==> config.mk <==
export PLATFORM = sky130hd
export DESIGN_NAME = rsmr_queue
export DESIGN_NICKNAME = d
export VERILOG_FILES = /design/src/rsmr_pkg.sv /design/src/rsmr_queue.sv
export SDC_FILE = /design/constraint.sdc
export NUM_CORES = 1
export LEC_CHECK = 0
export BUFFER_PORTS_ARGS = -buffer_cell sky130_fd_sc_hd__buf_2
export CORE_ASPECT_RATIO = 0.5
export CORE_MARGIN = 2
export CORE_UTILIZATION = 45
export CTS_CLUSTER_DIAMETER = 30
export DETAILED_ROUTE_END_ITERATION = 10
export PLACE_DENSITY = 0.66
export SLEW_MARGIN = 0
export SYNTH_ARGS = -nofsm -noshare
export SYNTH_HDL_FRONTEND = slang
export SYNTH_SLANG_ARGS = --single-unit
==> constraint.sdc <==
create_clock -name clk -period 13.1 [get_ports clk]
set_input_delay 1.31 -clock clk [delete_from_list [all_inputs] [get_ports clk]]
set_output_delay 1.31 -clock clk [all_outputs]
set_load 0.05 [all_outputs]
==> src/rsmr_pkg.sv <==
`timescale 1ns / 1ps
package rsmr_pkg;

    localparam int IN_WIDTH  = 16;
    localparam int NUM_WIDTH = 50;
    localparam int DEN_WIDTH = 49;
    localparam int PROD_W    = 2 * IN_WIDTH + 1;
    localparam int MAG_W     = 3 * IN_WIDTH + 1;
    localparam int CNT_W     = $clog2(MAG_W + 1);
    localparam int QDEPTH    = 2;

    typedef logic signed [IN_WIDTH-1:0] in_t;
    typedef logic [MAG_W-1:0]           mag_t;

    typedef struct packed {
        logic dz;
        logic zero;
        logic neg;
        mag_t nmag;
        mag_t dmag;
    } job_t;

    typedef enum logic [1:0] {
        PH_IDLE,
        PH_DIFF,
        PH_SCALE,
        PH_EMIT
    } front_phase_t;

    typedef enum logic [2:0] {
        ST_IDLE,
        ST_GCD,
        ST_DIVN,
        ST_DIVD,
        ST_DONE
    } back_state_t;

endpackage

==> src/rsmr_queue.sv <==
`timescale 1ns / 1ps
module rsmr_queue
(
    input  logic            clk,
    input  logic            rst_n,
    input  logic            wr_valid,
    output logic            wr_stall,
    input  rsmr_pkg::job_t  wr_data,
    output logic            rd_valid,
    input  logic            rd_stall,
    output rsmr_pkg::job_t  rd_data
);
    localparam int D = rsmr_pkg::QDEPTH;
    localparam int AW = $clog2(D);

    rsmr_pkg::job_t mem_reg [D];
    logic [AW-1:0] wp_reg, rp_reg;
    logic [AW:0]   cnt_reg;
    logic wr, rd;

    assign wr_stall = (cnt_reg == (AW+1)'(D));
    assign rd_valid = (cnt_reg != '0);
    assign rd_data  = mem_reg[rp_reg];
    assign wr = wr_valid && !wr_stall;
    assign rd = rd_valid && !rd_stall;

    always_ff @(posedge clk or negedge rst_n)
    begin
        if (!rst_n)
        begin
            wp_reg  <= '0;
            rp_reg  <= '0;
            cnt_reg <= '0;
        end
        else
        begin
            if (wr) wp_reg <= (wp_reg == AW'(D-1)) ? '0 : wp_reg + 1'b1;
            if (rd) rp_reg <= (rp_reg == AW'(D-1)) ? '0 : rp_reg + 1'b1;
            cnt_reg <= cnt_reg + (AW+1)'(wr) - (AW+1)'(rd);
        end
    end

    always_ff @(posedge clk)
    begin
        if (wr) mem_reg[wp_reg] <= wr_data;
    end

    assert property (@(posedge clk) disable iff (!rst_n)
        cnt_reg <= (AW+1)'(D))
    else $error("queue overflow");
    assert property (@(posedge clk) disable iff (!rst_n)
        (wr && !rd) |=> (cnt_reg == $past(cnt_reg) + 1'b1))
    else $error("queue count");
    assert property (@(posedge clk) disable iff (!rst_n)
        (rd && !wr) |=> (cnt_reg == $past(cnt_reg) - 1'b1))
    else $error("queue count down");
endmodule

==> results of run 1 <==
## critical path: cells and delay by family, from the launching register on
| family | cells | cell delay [ns] |
|---|---|---|
| multiplexers | 1 | 0.42 |
| buffers and inverters | 2 | 0.97 |
| flip-flops | 1 | 1.11 |
## kinds of logic after synthesis
logic type	after synthesis	synth area share, %
xor+xnor	4	0.448
fa+ha+maj	2	0.320
buf+inv	13	1.47
flops	206	78.9
mux	101	18.4
simple gates	6	0.512
## layout make-up
class / instances / area [µm²] / area share, %
clock buffer: 35 / 791 / 7.88
sequential: 206 / 6170 / 61.5
clock inverter: 21 / 168 / 1.67
tap: 234 / 293 / 2.92
timing repair buffer: 210 / 1060 / 10.5
multi-input combinational: 113 / 1550 / 15.4
inverter: 2 / 7.51 / 0.0748
## cells in the mapped netlist, drive strengths merged
cell / instances / area share [%]
edfxtp: 202 / 78
buf: 11 / 1.4
nand2: 1 / 0.048
dfrtp: 4 / 1.3
and3: 1 / 0.080
inv: 2 / 0.096
nand2b: 1 / 0.080
xnor2: 3 / 0.34
xor2: 1 / 0.11
nor2: 1 / 0.048
ha: 2 / 0.32
mux2: 101 / 18
or2: 1 / 0.080
nor2b: 1 / 0.18
## metal layers
metal | part of all wire (%) | track usage [%] | vias up
met4 | 2.0 | 4.23 | 0
met2 | 53 | 26.5 | 103
met3 | 5.5 | 4.01 | 22
met1 | 40 | 17.6 | 1872
met5 | 0 | 0 | -
li1 | - | - | 1799
## cells in the final DEF, fill, tap and decap left out
cell type,netlist,layout
buf_4,1,3
edfxtp_1,202,202
inv_1,2,2
xor2_1,1,1
clkbuf_16,0,31
bufinv_16,0,1
xnor2_1,3,3
or2_2,1,1
dfrtp_4,0,1
clkbuf_1,0,4
clkinv_2,0,6
nand2b_1,1,1
dfrtp_1,4,3
clkinv_1,0,3
nand2_1,1,1
ha_1,2,2
buf_2,2,207
nor2_4,0,1
and3_4,0,1
mux2_4,80,80
inv_6,0,3
clkinv_4,0,5
nor2b_4,1,1
mux2_2,21,21
clkinvlp_4,0,2
inv_8,0,1
## where the power goes
| part | leakage (nW) | switching, mW | total [mW] | internal (mW) |
|---|---|---|---|---|
| Sequential | 1.92 | 0.0820 | 0.987 | 0.905 |
| Combinational | 1.63 | 0.740 | 1.08 | 0.344 |
| Clock | 0.470 | 0.284 | 0.740 | 0.457 |
| Total | 4.02 | 1.11 | 2.81 | 1.71 |
## final timing paths
kind,start,to,cells after the start
worst max register to register,cnt_reg[1],mem_reg[0][70],4
worst min register to register,cnt_reg[1],cnt_reg[1],1
max in group asynchronous,rst_n,rp_reg,1
worst min-delay path,cnt_reg[1],cnt_reg[1],1
worst max-delay path,rp_reg,rd_data[91],3
min in group asynchronous,rst_n,cnt_reg[1],1
==> summary.md, run 1 <==
| Metric | Value |
|---|---|
| MaxCap Viol Count | 0 |
| Maximum VDD drop | 0.000129 V |
| Routed Antenna Nets | 0 |
| Pin count of the biggest net entering global routing | 80 |
| DR iter-0 viols | 137 |
| Pre-CTS setup slack | 9.18 ns |
| R2R setup slack | 10.51 ns |
| Port buffer count | 207 |
| Die Y | 97.2 µm |
| PostCTS Resize Cnt | 0 |
| Gr usage total | 14.8% |
| Synthesized area per cell | 23.6 µm² |
| Cell Chain, Critical Path | buf_4 > mux2_2 > buf_2 |
| N_diodes | 0 |
| Max clock buf depth | 3 |
| Total number of vias | 3796 |
| Wirelength, routed | 13900 µm |
| Starting Density | 45.5% |
| Slowest-stage cell, CP | dfrtp_4 |
| DR vias/cell | 4.62 |
| Hold_ws | 0.499 ns |
| Yosys reg bits | 206 |
| Distinct cells, synth | 17 |
| Finished Layout Cells | 821 |
| First-pass GRT wire length | 21200 µm |
| RSZ-0062 raised after global routing | false |
| CP Capture Type | primary output |
| Area after DPL | 9080 µm² |
| Root Driver | clkbuf_16 |
| Worst skew pair latency | 0.52 ns |
| Num CTS Buffers | 31 |
| Inst Count DP | 765 |
| Gate Count Post-Synth | 332 |
| CTS Hold Buffers Added | 0 |
| Crit-path max cell delay | 1.11 ns |
| Slew Viols, Final | 0 |
| Share of cells above drive strength 1 | 62.2% |
| Core Region | 17200 µm² |
| Syn-to-layout area delta | 28.4% |
| Fin Setup TNS | 0 ns |
| Post-route cell area | 10000 µm² |
| Worst slew pin tran | 1.08 ns |
| GPL Wtd Cong | 0.745 |
| Achievable frequency | 0.227 GHz |
| Gr ovfl total | 0 |
| Post-CTS setup buffer count | 0 |
| Setup ws final | 8.70 ns |
| Crit path kind | reg2out |
| Core Util, Final | 58.4% |
| Worst hold path type | reg2reg |
| Pwr/cell area | 280 nW/µm² |
| Fin nets | 671 |
| Clock Sinks | 206 |
| Wire per inst | 16.9 µm |
| Number of flip-flops in the largest register | 202 |
| Setup violations, final | 0 |
| Synth warn | 0 |
| Crit start category | flop |
| CTS tree | built |
| Post-Syn Nets | 439 |
| Total power | 2.81 mW |
| Vias in the first global route | 4050 |
| Fraction of the yosys area taken by sequential cells | 78.9% |
| Reg clk slew, reported paths | 0.06 ns |
| Cell area after synthesis | 7820 µm² |
| CTS H-Tree Depth | 1 |
| Fin. Hold Viols | 0 |
| Post-DP HPWL | 8740 µm |
| Die area | 18500 µm² |
| Clk_skew | 0.0180 ns |
| # DRC | 0 |
| Die X | 190 µm |
| Max FO, Critical Path | 59 |
| Required @ worst endpoint | 11.79 ns |
| Row count | 34 |
| Final Cycle Share | 33.6% |
| CP Data Arrival Time | 3.09 ns |
| Fin crit period | 4.40 ns |
| Status | completed |
| Slew HR | 28.1% |
| Drt first pass iters | 4 |
| Initial antenna violation count | 0 |
| FILL cells | 1339 |
| Leak pwr | 4.02 nW |
| # IOs | 208 |
No activity file was read; power rests on OpenSTA's default activity.
==> run 2, diff against run 1 <==
- ABC_AREA: default -> 1
- clock period: 13.1 -> 4.2 ns (I/O delays scaled with it)
==> run 2 against run 1 <==
Net effect: area after synthesis fell by 3.5%; critical endpoint is now rd_data[88]; global-route usage rose by 1.9 points; clock-buffer cell count fell by 6; critical path type unchanged; clock skew fell by 0.0016 ns; flip-flop and latch count did not move; via count rose by 25%; critical path depth rose by 2; setup slack got worse by 7.4 ns; worst hold slack got worse by 0.41 ns.
==> summary.md, run 2 <==
| Metric | Value |
|---|---|
| Total number of vias | 4761 (+25%) |
| Vias in the first global route | 4813 (+19%) |
| Fraction of the mapped netlist area in compound gates | 0% (unchanged) |
| CP Data Arrival Time | 2.43 ns (-0.66 ns) |
| Distinct cells, synth | 10 (-7) |
| Cell family contributing the most delay on the critical path | buffers and inverters |
| Post-synthesis adder-cell area fraction | 0.332% (+0.012 points) |
| Port buffer count | 207 (unchanged) |
| Initial antenna violation count | 2 (+2) |
| Synth Area in XOR/XNOR | 0% (-0.45 points) |
| First-pass GRT wire length | 23500 µm (+11%) |
| Commonest non-fill, non-tap cell in the layout | nand2_1 |
| DR iter-0 viols | 219 (+60%) |
| Synthesized area per cell | 13.4 µm² (-43%) |
| CTS tree | built |
| Num CTS Buffers | 29 (-6.5%) |
| Reg clk slew, reported paths | 0.06 ns (about the same) |
| Fin crit period | 2.85 ns |
| Worst skew pair latency | 0.52 ns (about the same) |
| Row count | 33 (-2.9%) |
| Most used cell along the critical path | nand2_1 |
| Fraction of the yosys area taken by sequential cells | 81.7% (+2.9 points) |
| Final Cycle Share | 68.0% |
| # DRC | 0 (unchanged) |
| DR vias/cell | 4.60 (-0.61%) |
| RSZ-0062 raised after global routing | false |
| GPL Wtd Cong | 0.738 (-1.0%) |
| FILL cells | 1312 (-2.0%) |
| Most frequent cells after synthesis | 316 x nand2_1, 202 x edfxtp_1, 19 x buf_2 |
| Slowest-stage cell, CP | dfrtp_4 |
| Number of flip-flops in the largest register | 202 (unchanged) |
| Die area | 17900 µm² (-3.4%) |
| Gr ovfl total | 0 (unchanged) |
| Cell area after synthesis | 7540 µm² (-3.5%) |
| Share of cells above drive strength 1 | 33.5% (-29 points) |
| Gate Count Post-Synth | 561 (+69%) |
| Max clock buf depth | 3 (unchanged) |
| Syn-to-layout area delta | 30.2% |
| Crit path buf inv count | 3 (+1) |
| Status | completed |
| Starting Density | 46.0% (+0.53 points) |
| Clock Sinks | 206 (unchanged) |
| Cell Chain, Critical Path | clkinv_2 > buf_4 > nand2_1 > nand2_1 > buf_2 |
| Root Driver | clkbuf_16 |
| Post-Syn Nets | 668 (+52%) |
| Async SR Flop Fraction | 1.94% (unchanged) |
| Required @ worst endpoint | 3.78 ns (-8.01 ns) |
| Top cell type's share of synthesized area | 80.4% (+2.8 points) |
| Slew Viols, Final | 0 (unchanged) |
| MaxCap Viol Count | 0 (unchanged) |
| # IOs | 208 (unchanged) |
| Fin nets | 893 (+33%) |
| Synth Flop Type | edfxtp_1 |
| Crit-path max cell delay | 0.48 ns (-0.63 ns) |
| Wire per inst | 14.7 µm (-13%) |
| Most frequent cell after synthesis | nand2_1 |
| Gr usage total | 16.8% (+1.9 points) |
| Yosys reg bits | 206 (unchanged) |
| Post-DP HPWL | 9540 µm (+9.2%) |
| Main combinational cell family by area after synthesis | simple AND/OR/NAND/NOR gates |
| Crit path kind | reg2out |
| Achievable frequency | 0.350 GHz |
| CP Capture Type | primary output |
| Fin Setup TNS | 0 ns (unchanged) |
| Pin count of the biggest net entering global routing | 103 (+29%) |
| Die Y | 95.6 µm (-1.7%) |
| Core Region | 16400 µm² (-4.6%) |
| Clk_skew | 0.0164 ns (-0.00161 ns) |
| Synth top area cells | edfxtp_1 80%, nand2_1 16%, dfrtp_1 1.3% |
| Yosys top cell by area | edfxtp_1 |
| Worst slew pin tran | 1.14 ns (+0.0639 ns) |
| Synth warn | 0 (unchanged) |
| CTS H-Tree Depth | 1 (unchanged) |
| Drt first pass iters | 4 (unchanged) |
| Die X | 187 µm (-1.7%) |
| Slew HR | 23.9% (-4.3 points) |
| Number of synthesized flops with an enable pin | 202 (unchanged) |
| Max FO, Critical Path | 45 (-24%) |
| Wirelength, routed | 15200 µm (+9.6%) |
| Mux cell area share after synthesis | 0% (-18 points) |
| Crit start category | flop |
| Fin. Hold Viols | 0 (unchanged) |
| Commonest cells after routing, fill and taps aside | 316 x nand2_1, 207 x buf_2, 202 x edfxtp_1 |
| Simple-gate share of the synthesized area | 16.0% (+15 points) |
| Worst hold path type | in2reg |
| Routed Antenna Nets | 0 (unchanged) |
| Setup violations, final | 0 (unchanged) |
## run 2: cell types whose count changed after synthesis, sizes merged, moves of 3 or more
| cell | delta |
|---|---|
| clkbuf | +3 |
| inv | +9 |
| buf | +8 |
| xnor2 | -3 |
| nand3 | +3 |
| nand2 | +315 |
| mux2 | -101 |
## run 2: layer usage
layer  wire, µm  vias up  global-route usage, %
met3        696       32                   3.68
met2       7790      122                   30.7
met5         11        -                      0
li1           -     2346                      -
met4        359        2                   5.42
met1       6380     2259                   20.1
## run 2: worst register-to-register path: stages, from the launching register on
cell	delay, ns
dfrtp_1	0.39
nand2_1	0.11
nand3_1	0.14
inv_4	0.51
buf_4	0.51
## run 2: cell type report
cell class,instances,area [µm²],area share (%)
clock inverter,24,250,2.55
clock buffer,29,726,7.39
inverter,11,45.0,0.459
antenna,1,2.50,0.0255
sequential,206,6170,62.8
tap,227,284,2.89
timing repair buffer,216,1110,11.3
multi-input combinational,322,1240,12.6
## run 2: what timing repair did
item | 4_1_cts | 5_1_grt
buffers inserted | 0 | 0
resized for setup | 0 | 0
endpoints found under the hold margin | 4 | 0
hold buffers | 1 | 0
## run 2: worst paths after layout
kind,cells past startpoint,slack [ns],startpoint,to
max in group asynchronous,2,3.80,rst_n,rp_reg
worst min-delay path,1,0.09,wr_data[19],mem_reg[0][19]
worst max register to register,4,2.16,cnt_reg[1],mem_reg[0][1]
worst min register to register,2,0.47,wp_reg,wp_reg
worst max-delay path,5,1.35,rp_reg,rd_data[88]
min in group asynchronous,2,0.26,rst_n,rp_reg
## run 2: cells by family after synthesis
| kind of cell | count (synthesis) |
|---|---|
| fa+ha+maj | 2 |
| flops | 206 |
| buf+inv | 33 |
| simple gates | 320 |
## run 2: through the flow
stage / cells / setup slack, ns / cell area, µm² / hold WS, ns / util [%]
CTS: 1035 / 1.29 / 9820 / 0.0634 / 59.9
global route: 1036 / 1.13 / 9820 / 0.0683 / 59.9
finish: 1036 / 1.35 / 9820 / 0.0902 / 59.9
detailed placement: 981 / 1.85 / 8830 / 0.235 / 53.9
global placement: 981 / 1.88 / 8830 / 0.234 / 53.9
floorplan: 561 / 0.577 / 7550 / 0.124 / -
Power of run 2 is not shown: default switching activity piles up to over one toggle a cycle in this logic, so the estimate is an artifact.
